**src/rtl/core/cslex_pkg.sv**
```systemverilog
package cslex_pkg;

    localparam int MAX_NAME_LEN  = 63;
    localparam int POSITION_BITS = 32;
    localparam int NLEN_BITS     = $clog2(MAX_NAME_LEN + 1);

    localparam int BYTE_W   = 8;
    localparam int KIND_W   = 4;
    localparam int LINE_W   = 32;
    localparam int VALUE_W  = 32;
    localparam int START_W  = 32;
    localparam int LENGTH_W = 6;
    localparam int FIELDS_W = LINE_W + VALUE_W + START_W + LENGTH_W;
    localparam int TDATA_W  = ((FIELDS_W + 7) / 8) * 8;

    typedef enum logic [KIND_W-1:0] {
        KIND_END    = 4'd0,
        KIND_LPAR   = 4'd1,
        KIND_RPAR   = 4'd2,
        KIND_LBRACE = 4'd3,
        KIND_RBRACE = 4'd4,
        KIND_SEMI   = 4'd5,
        KIND_INT    = 4'd6,
        KIND_CHAR   = 4'd7,
        KIND_VOID   = 4'd8,
        KIND_RETURN = 4'd9,
        KIND_NAME   = 4'd10,
        KIND_NUMBER = 4'd11
    } t_kind;

    // Keyword candidate codes; the kind of a keyword is KIND_SEMI plus its code.
    localparam logic [2:0] KW_NONE   = 3'd0;
    localparam logic [2:0] KW_INT    = 3'd1;
    localparam logic [2:0] KW_CHAR   = 3'd2;
    localparam logic [2:0] KW_VOID   = 3'd3;
    localparam logic [2:0] KW_RETURN = 3'd4;

    typedef struct packed {
        t_kind                kind;
        logic [LINE_W-1:0]    line;
        logic [VALUE_W-1:0]   value;
        logic [START_W-1:0]   start;
        logic [LENGTH_W-1:0]  length;
        logic                 last;
    } t_token;

    function automatic logic [2:0] kw_len(input logic [2:0] k);
        logic [2:0] n;
        unique case (k)
            KW_INT:    n = 3'd3;
            KW_CHAR:   n = 3'd4;
            KW_VOID:   n = 3'd4;
            KW_RETURN: n = 3'd6;
            default:   n = 3'd0;
        endcase
        return n;
    endfunction

    // Character at position i of keyword k; only meaningful for i below its length.
    function automatic logic [7:0] kw_char(input logic [2:0] k, input logic [2:0] i);
        logic [47:0] txt;
        logic [2:0]  sel;
        unique case (k)
            KW_INT:    txt = 48'("int");
            KW_CHAR:   txt = 48'("char");
            KW_VOID:   txt = 48'("void");
            KW_RETURN: txt = 48'("return");
            default:   txt = '0;
        endcase
        sel = kw_len(k) - 3'd1 - i;
        return txt[8*sel +: 8];
    endfunction

    function automatic logic [2:0] kw_first(input logic [7:0] b);
        logic [2:0] k;
        unique case (b)
            8'h69:   k = KW_INT;
            8'h63:   k = KW_CHAR;
            8'h76:   k = KW_VOID;
            8'h72:   k = KW_RETURN;
            default: k = KW_NONE;
        endcase
        return k;
    endfunction

endpackage

```
**src/rtl/core/c_subset_lexer_core.sv**
```systemverilog
// Channel   Dir  Handshake                     Payload
// s_axis    in   i_s_axis_tvalid/o_s_axis_tready tdata[7:0] source_byte
// m_axis    out  o_m_axis_tvalid/i_m_axis_tready tdata line/value/start/length,
//                                               tuser kind, tlast last
//
// One source byte is taken per cycle, unless s_axis is stalled, into an input
// register; from there it is lexed and its tokens are written into a two-entry
// output queue. A byte that yields two tokens waits in the input register until
// the queue has two free slots.
// Synchronous active-low reset empties both stages and returns the scanner
// to the between-tokens state with the line count at one.
// Back pressure on m_axis fills the queue and then stalls s_axis.
module c_subset_lexer_core (
    input  logic                        i_clk,
    input  logic                        i_rst_n,
    input  logic                        i_s_axis_tvalid,
    output logic                        o_s_axis_tready,
    // [7:0] source_byte
    input  logic [cslex_pkg::BYTE_W-1:0]  i_s_axis_tdata,
    output logic                        o_m_axis_tvalid,
    input  logic                        i_m_axis_tready,
    // [31:0] token_line, [63:32] number_value, [95:64] name_start,
    // [101:96] name_length, [103:102] zero
    output logic [cslex_pkg::TDATA_W-1:0] o_m_axis_tdata,
    // [3:0] token_kind
    output logic [cslex_pkg::KIND_W-1:0]  o_m_axis_tuser,
    output logic                        o_m_axis_tlast
);
    import cslex_pkg::*;

    typedef enum logic [1:0] {
        MODE_IDLE   = 2'd0,
        MODE_NAME   = 2'd1,
        MODE_NUMBER = 2'd2
    } t_mode;

    // Input register.
    logic              r_in_valid;
    logic [BYTE_W-1:0] r_in_byte;

    // Scanner state.
    t_mode                  r_mode, n_mode;
    logic [2:0]             r_kw, n_kw;
    logic [NLEN_BITS-1:0]   r_len, n_len;
    logic [POSITION_BITS-1:0] r_start, n_start;
    logic [POSITION_BITS-1:0] r_pos, n_pos;
    logic [VALUE_W-1:0]     r_acc, n_acc;
    logic [LINE_W-1:0]      r_line, n_line;
    logic [LINE_W-1:0]      r_latch, n_latch;

    // Output queue.
    t_token     r_q [2];
    t_token     n_q [2];
    logic [1:0] r_cnt, n_cnt;

    logic       pop, commit;
    logic [1:0] free_slots;
    logic [1:0] ntok;
    t_token     tok_a, tok_b;

    logic [7:0] b;
    logic       is_letter, is_digit, is_blank, is_punct, ends_word;
    t_kind      punct_kind;
    logic [63:0] start_wide;

    assign b         = r_in_byte;
    assign is_letter = (b >= 8'h61 && b <= 8'h7a) || (b >= 8'h41 && b <= 8'h5a);
    assign is_digit  = b >= 8'h30 && b <= 8'h39;
    assign is_blank  = b == 8'h20 || (b >= 8'h09 && b <= 8'h0d);
    assign is_punct  = b == 8'h28 || b == 8'h29 || b == 8'h7b || b == 8'h7d || b == 8'h3b;
    assign start_wide = 64'(r_start);

    always_comb begin
        unique case (b)
            8'h28:   punct_kind = KIND_LPAR;
            8'h29:   punct_kind = KIND_RPAR;
            8'h7b:   punct_kind = KIND_LBRACE;
            8'h7d:   punct_kind = KIND_RBRACE;
            default: punct_kind = KIND_SEMI;
        endcase
    end

    assign pop        = o_m_axis_tvalid && i_m_axis_tready;
    assign free_slots = 2'd2 - r_cnt + {1'b0, pop};
    assign commit     = r_in_valid && (free_slots >= ntok);
    assign o_s_axis_tready = !r_in_valid || commit;

    always_comb begin
        t_token     first_tok, second_tok;
        logic       has_first, has_second;
        logic [2:0] klen;

        n_mode  = r_mode;
        n_kw    = r_kw;
        n_len   = r_len;
        n_start = r_start;
        n_pos   = r_pos;
        n_acc   = r_acc;
        n_line  = r_line;
        n_latch = r_latch;

        first_tok  = '{kind: KIND_END, line: r_latch, value: '0, start: '0,
                       length: '0, last: 1'b1};
        second_tok = first_tok;
        has_first  = 1'b0;
        has_second = 1'b0;
        ends_word  = 1'b0;
        klen       = kw_len(r_kw);

        // A name or number ends at the first byte that cannot extend it.
        unique case (r_mode)
            MODE_NAME: begin
                if (is_letter || is_digit) begin
                    if (r_kw == KW_NONE || r_kw > KW_RETURN ||
                        r_len >= NLEN_BITS'(klen) || kw_char(r_kw, r_len[2:0]) != b)
                        n_kw = KW_NONE;
                    if (r_len < NLEN_BITS'(MAX_NAME_LEN))
                        n_len = r_len + NLEN_BITS'(1);
                end else begin
                    ends_word = 1'b1;
                    has_first = 1'b1;
                    if (r_kw >= KW_INT && r_kw <= KW_RETURN && r_len == NLEN_BITS'(klen)) begin
                        first_tok.kind = t_kind'(KIND_W'(KIND_SEMI) + KIND_W'(r_kw));
                    end else begin
                        first_tok.kind   = KIND_NAME;
                        first_tok.start  = start_wide[START_W-1:0];
                        first_tok.length = LENGTH_W'(r_len);
                    end
                end
            end
            MODE_NUMBER: begin
                if (is_digit) begin
                    n_acc = (r_acc << 3) + (r_acc << 1) + VALUE_W'(b - 8'h30);
                end else begin
                    ends_word       = 1'b1;
                    has_first       = 1'b1;
                    first_tok.kind  = KIND_NUMBER;
                    first_tok.value = r_acc;
                end
            end
            default: ends_word = 1'b1;
        endcase

        if (ends_word) begin
            n_mode = MODE_IDLE;
            second_tok.line = has_first ? r_line : r_latch;
            priority if (is_blank) begin
                if (b == 8'h0a)
                    n_line = r_line + LINE_W'(1);
            end else if (b == 8'h00) begin
                has_second = 1'b1;
            end else if (is_punct) begin
                has_second      = 1'b1;
                second_tok.kind = punct_kind;
            end else if (is_letter) begin
                n_start = r_pos;
                n_len   = NLEN_BITS'(1);
                n_kw    = kw_first(b);
                n_mode  = MODE_NAME;
            end else if (is_digit) begin
                n_acc  = VALUE_W'(b - 8'h30);
                n_mode = MODE_NUMBER;
            end else begin
                has_second = 1'b1;
            end
        end

        // The end-of-text byte is the only one that leaves the offset alone.
        if (!(ends_word && b == 8'h00))
            n_pos = r_pos + POSITION_BITS'(1);

        if (has_first || has_second)
            n_latch = r_line;

        first_tok.last = !has_second;
        ntok = {1'b0, has_first} + {1'b0, has_second};
        if (has_first) begin
            tok_a = first_tok;
            tok_b = second_tok;
        end else begin
            tok_a = second_tok;
            tok_b = second_tok;
        end
    end

    always_comb begin
        logic [1:0] base;
        n_q[0] = r_q[0];
        n_q[1] = r_q[1];
        base   = r_cnt;
        if (pop) begin
            n_q[0] = r_q[1];
            base   = r_cnt - 2'd1;
        end
        n_cnt = base;
        if (commit && ntok != 2'd0) begin
            n_q[base[0]] = tok_a;
            if (ntok == 2'd2)
                n_q[1] = tok_b;
            n_cnt = base + ntok;
        end
    end

    always_ff @(posedge i_clk) begin
        if (!i_rst_n) begin
            r_in_valid <= 1'b0;
            r_mode     <= MODE_IDLE;
            r_kw       <= KW_NONE;
            r_len      <= '0;
            r_start    <= '0;
            r_pos      <= '0;
            r_acc      <= '0;
            r_line     <= LINE_W'(1);
            r_latch    <= LINE_W'(1);
            r_cnt      <= '0;
        end else begin
            if (o_s_axis_tready)
                r_in_valid <= i_s_axis_tvalid;
            if (commit) begin
                r_mode  <= n_mode;
                r_kw    <= n_kw;
                r_len   <= n_len;
                r_start <= n_start;
                r_pos   <= n_pos;
                r_acc   <= n_acc;
                r_line  <= n_line;
                r_latch <= n_latch;
            end
            r_cnt <= n_cnt;
        end
    end

    always_ff @(posedge i_clk) begin
        if (o_s_axis_tready && i_s_axis_tvalid)
            r_in_byte <= i_s_axis_tdata;
        r_q[0] <= n_q[0];
        r_q[1] <= n_q[1];
    end

    assign o_m_axis_tvalid = r_cnt != 2'd0;
    assign o_m_axis_tuser  = r_q[0].kind;
    assign o_m_axis_tlast  = r_q[0].last;
    assign o_m_axis_tdata  = TDATA_W'({r_q[0].length, r_q[0].start,
                                       r_q[0].value, r_q[0].line});

endmodule

```
**config.mk**
```make
export PLATFORM = sky130hd
export DESIGN_NAME = c_subset_lexer_core
export DESIGN_NICKNAME = d
export VERILOG_FILES = /design/src/rtl/core/cslex_pkg.sv /design/src/rtl/core/c_subset_lexer_core.sv
export SDC_FILE = /design/constraint.sdc
export NUM_CORES = 1
export LEC_CHECK = 0
export BUFFER_PORTS_ARGS = -buffer_cell sky130_fd_sc_hd__buf_2
export CAP_MARGIN = 15
export CORE_ASPECT_RATIO = 0.8
export CORE_MARGIN = 4
export CORE_UTILIZATION = 55
export CTS_BUF_LIST = sky130_fd_sc_hd__clkbuf_16
export CTS_CLUSTER_DIAMETER = 80
export CTS_CLUSTER_SIZE = 20
export DETAILED_ROUTE_END_ITERATION = 16
export GPL_ROUTABILITY_DRIVEN = 0
export PLACE_DENSITY = 0.85
export SLEW_MARGIN = 25
export SYNTH_ARGS = -nofsm -noshare
export SYNTH_HDL_FRONTEND = slang
export SYNTH_SLANG_ARGS = --single-unit
```
**constraint.sdc**
```tcl
create_clock -name i_clk -period 9.6 [get_ports i_clk]
set_clock_uncertainty 0.2 [all_clocks]
set_input_delay 1.44 -clock i_clk [delete_from_list [all_inputs] [get_ports i_clk]]
set_output_delay 1.44 -clock i_clk [all_outputs]
set_load 0.02 [all_outputs]
```
==> results by group <==
Run status
  • Status: complete, no violations

Cells and area
  • Most common cell after layout, fill and taps aside: nand2_1
  • Layout Cells excl Fill: 2898
  • Commonest non-fill, non-tap cells in the layout: nand2_1 (474), dfxtp_1 (281), a21oi_1 (214)
  • # diodes: 0
  • Layout cell share with drive strength beyond 1: 0.0974
  • Layout Nets: 2488
  • FILL cells: 3225
  • Post-route design area: 0.0220 mm2
  • P&R area growth vs syn: 2.23%

STA
  • Final period util: 0.787
  • Slew Limit Headroom: 0.314
  • Fmax: 0.132 GHz
  • Crit path time final: 7.55 ns
  • Final Hold Fails: 0
  • RSZ-0062 raised after global routing: false
  • Fin Setup TNS: 0 ns
  • Tightest Pin Transition: 1.03 ns
  • Max-slew violation count: 0
  • Finish-stage setup viols: 0

Detailed routing
  • Via density: 6.26
  • Wire length per cell: 18.6 um
  • Vias: 18100
  • Total wire length: 54.0 mm
  • ANT nets after route: 0
  • TritonRoute pass-1 iters: 6
  • Drt initial violations: 2117
  • Drt drc: 0

Floorplan
  • Core outline area: 0.0384 mm2
  • Starting Density: 0.559
  • Full die area: 0.0423 mm2
  • Die width: 229 um
  • Number of I/O pins: 123
  • Die Y: 185 um
  • Num rows: 64

Clock network
  • CTS buffer count: 24
  • Clock Sink Count: 396
  • H-Tree Depth: 1
  • Max Buffers Root-to-Sink: 3
  • CTS tree: done
  • Buffers inserted by post-CTS timing repair: 0
  • Root buf cell: clkbuf_16
  • PostCTS Resize Cnt: 0
  • Hold buffers post-CTS: 0
  • Clock latency on the worst-skew pair: 0.57 ns
  • Reg clk slew, reported paths: 0.09 ns

Global routing
  • Largest net degree at the start of global routing: 126
  • Grt total ovfl: 0
  • GR Util All Layers: 0.245
  • Initial antenna violation count: 0
  • First-pass GRT wire length: 87.6 mm
  • Number of global-route vias before repair: 17100

Place
  • Port buffer count: 120
  • HPWL after DPL: 35.5 mm
  • Placed insts: 2854
  • Placed inst area: 0.0213 mm2

Synth
  • Main synth FF type: dfxtp_1
  • Synth Register Bits: 396
  • Sequential element share of the synthesized area: 0.422
  • Netlist Area Pre-Place: 0.0215 mm2
  • Post-Syn Instances: 2492
  • Average size of a mapped cell: 8.62 um2
  • YS warnings: 0
  • Synth cell types: 94
  • Number of synthesized flops with an enable pin: 115
  • Ys async rst share: 0

Power and ir drop
  • Leakage power: 0.00840 uW
  • Tot Pwr: 5620 uW
  • Max IR drop VDD: 0.151 mV
  • Cell area power density: 256 mW/mm2

Flow run
  • Max-Cap Viols: 0

Critical path
  • Flop2flop setup slack: 2.23 ns
  • WS Path Type: in -> reg
  • Worst EP required: 9.84 ns
  • Worst Path Arrival: 7.80 ns
  • Crit Path Max Fanout: 76
  • Worst R2R Start: r_cnt[1]
  • Critical Path Sink: r_cnt[1]
  • Crit. End Element: register
  • Crit. Startpoint: i_m_axis_tready
  • Register-to-Register Path Depth: 18
  • Crit start category: input port
  • Worst r2r dst: r_cnt[1]

Worst hold path
  • Hold/Removal Path Class: reg -> reg
-- worst min path at each step --
stage,start,to,slack (ns),cells after the start
after CTS,r_q[0][91],r_q[0][91],0.27,2
after detailed placement,r_q[0][91],r_q[0][91],0.26,2
after floorplan,r_pos[31],r_start[31],0.24,2
after global placement,r_q[0][61],r_q[0][61],0.26,2
final,r_q[0][90],r_q[0][90],0.27,2
after global routing,r_q[0][41],r_q[0][41],0.30,2
-- through the flow --
step	hold slack [ns]	utilization	setup slack [ns]
4_1_cts	0.275	0.571	2.14
3_5_place_dp	0.262	0.553	1.54
6_report	0.272	0.572	2.05
3_3_place_gp	0.258	0.553	1.43
2_1_floorplan	0.244	-	3.49
5_1_grt	0.299	0.572	1.61
-- kinds of logic after synthesis --
family	after synthesis	synth area share
AO/OA/AOI/OAI	608	0.178
XOR/XNOR	80	0.0326
buffers and inverters	332	0.0874
flip-flops	396	0.422
adder cells (fa/ha/maj)	91	0.0614
AND/OR/NAND/NOR	940	0.198
other	1	0.000174
multiplexers	44	0.0206
-- layout make-up --
type	instances	area [um2]	share of cell area
Sequential cell	396	9080	0.413
Clock inverter	20	104	0.00473
Clock buffer	24	601	0.0273
Tap cell	495	619	0.0282
Multi-Input combinational cell	1765	10600	0.482
Timing Repair Buffer	139	747	0.0340
Inverter	59	225	0.0103
-- state kept, by name (all words and copies together), names as in the netlist, named ones only --
| name | count |
|---|---|
| r_line | 32 |
| r_acc | 32 |
| r_len | 6 |
| r_q | 179 |
| r_in_valid | 1 |
| r_latch | 32 |
| r_mode | 2 |
| r_cnt | 2 |
| r_start | 32 |
| r_kw | 3 |
| b | 8 |
| r_pos | 32 |
-- synth_stat cells (all sizes together) (6+ instances only) --
master / count / area (um2)
and3: 20 / 125
a31oi: 114 / 719
a211oi: 9 / 80.1
nor2b: 13 / 81.3
edfxtp: 115 / 3450
and2: 12 / 75.1
a21o: 18 / 135
o22ai: 8 / 56.3
mux2i: 43 / 430
xor2: 34 / 298
or3: 25 / 156
or2: 9 / 56.3
a22o: 30 / 263
inv: 59 / 221
o21a: 7 / 52.6
o21ai: 112 / 561
nor3: 37 / 190
buf: 166 / 1250
a221oi: 7 / 61.3
nor2: 168 / 638
nor4: 21 / 159
nand3: 84 / 420
a21oi: 235 / 1260
o31a: 8 / 71.3
nand2b: 11 / 68.8
xnor2: 46 / 403
and4: 6 / 52.6
o211ai: 6 / 45.0
clkbuf: 107 / 403
nand2: 478 / 1800
ha: 67 / 838
nand4: 30 / 194
dfxtp: 281 / 5630
fa: 24 / 480
o31ai: 8 / 73.8
-- metal layers --
| metal | global-route usage | part of all wire |
|---|---|---|
| met3 | 0.0446 | 0.086 |
| met4 | 0.0723 | 0.028 |
| met5 | 0.00223 | 0 |
| met2 | 0.401 | 0.46 |
| met1 | 0.335 | 0.43 |
-- report_power, final --
group          total (uW)  switching [uW]  internal, uW
registers            2450             277          2170
clock network        1050             582           464
logic                2130            1390           734
total                5620            2250          3370
-- worst max-delay path, stage by stage --
cell	delay [ns]
buf_2	0.08
nor2b_4	0.11
buf_4	0.45
clkinv_2	0.79
ha_2	0.63
buf_4	0.53
inv_2	0.54
ha_1	0.46
a21boi_0	0.26
o21ai_1	0.09
buf_4	0.21
nor4b_4	0.45
buf_4	0.50
buf_6	0.75
nand2_1	0.15
xnor2_1	0.20
nor2_1	0.05
(Power assumes the default switching activity.)
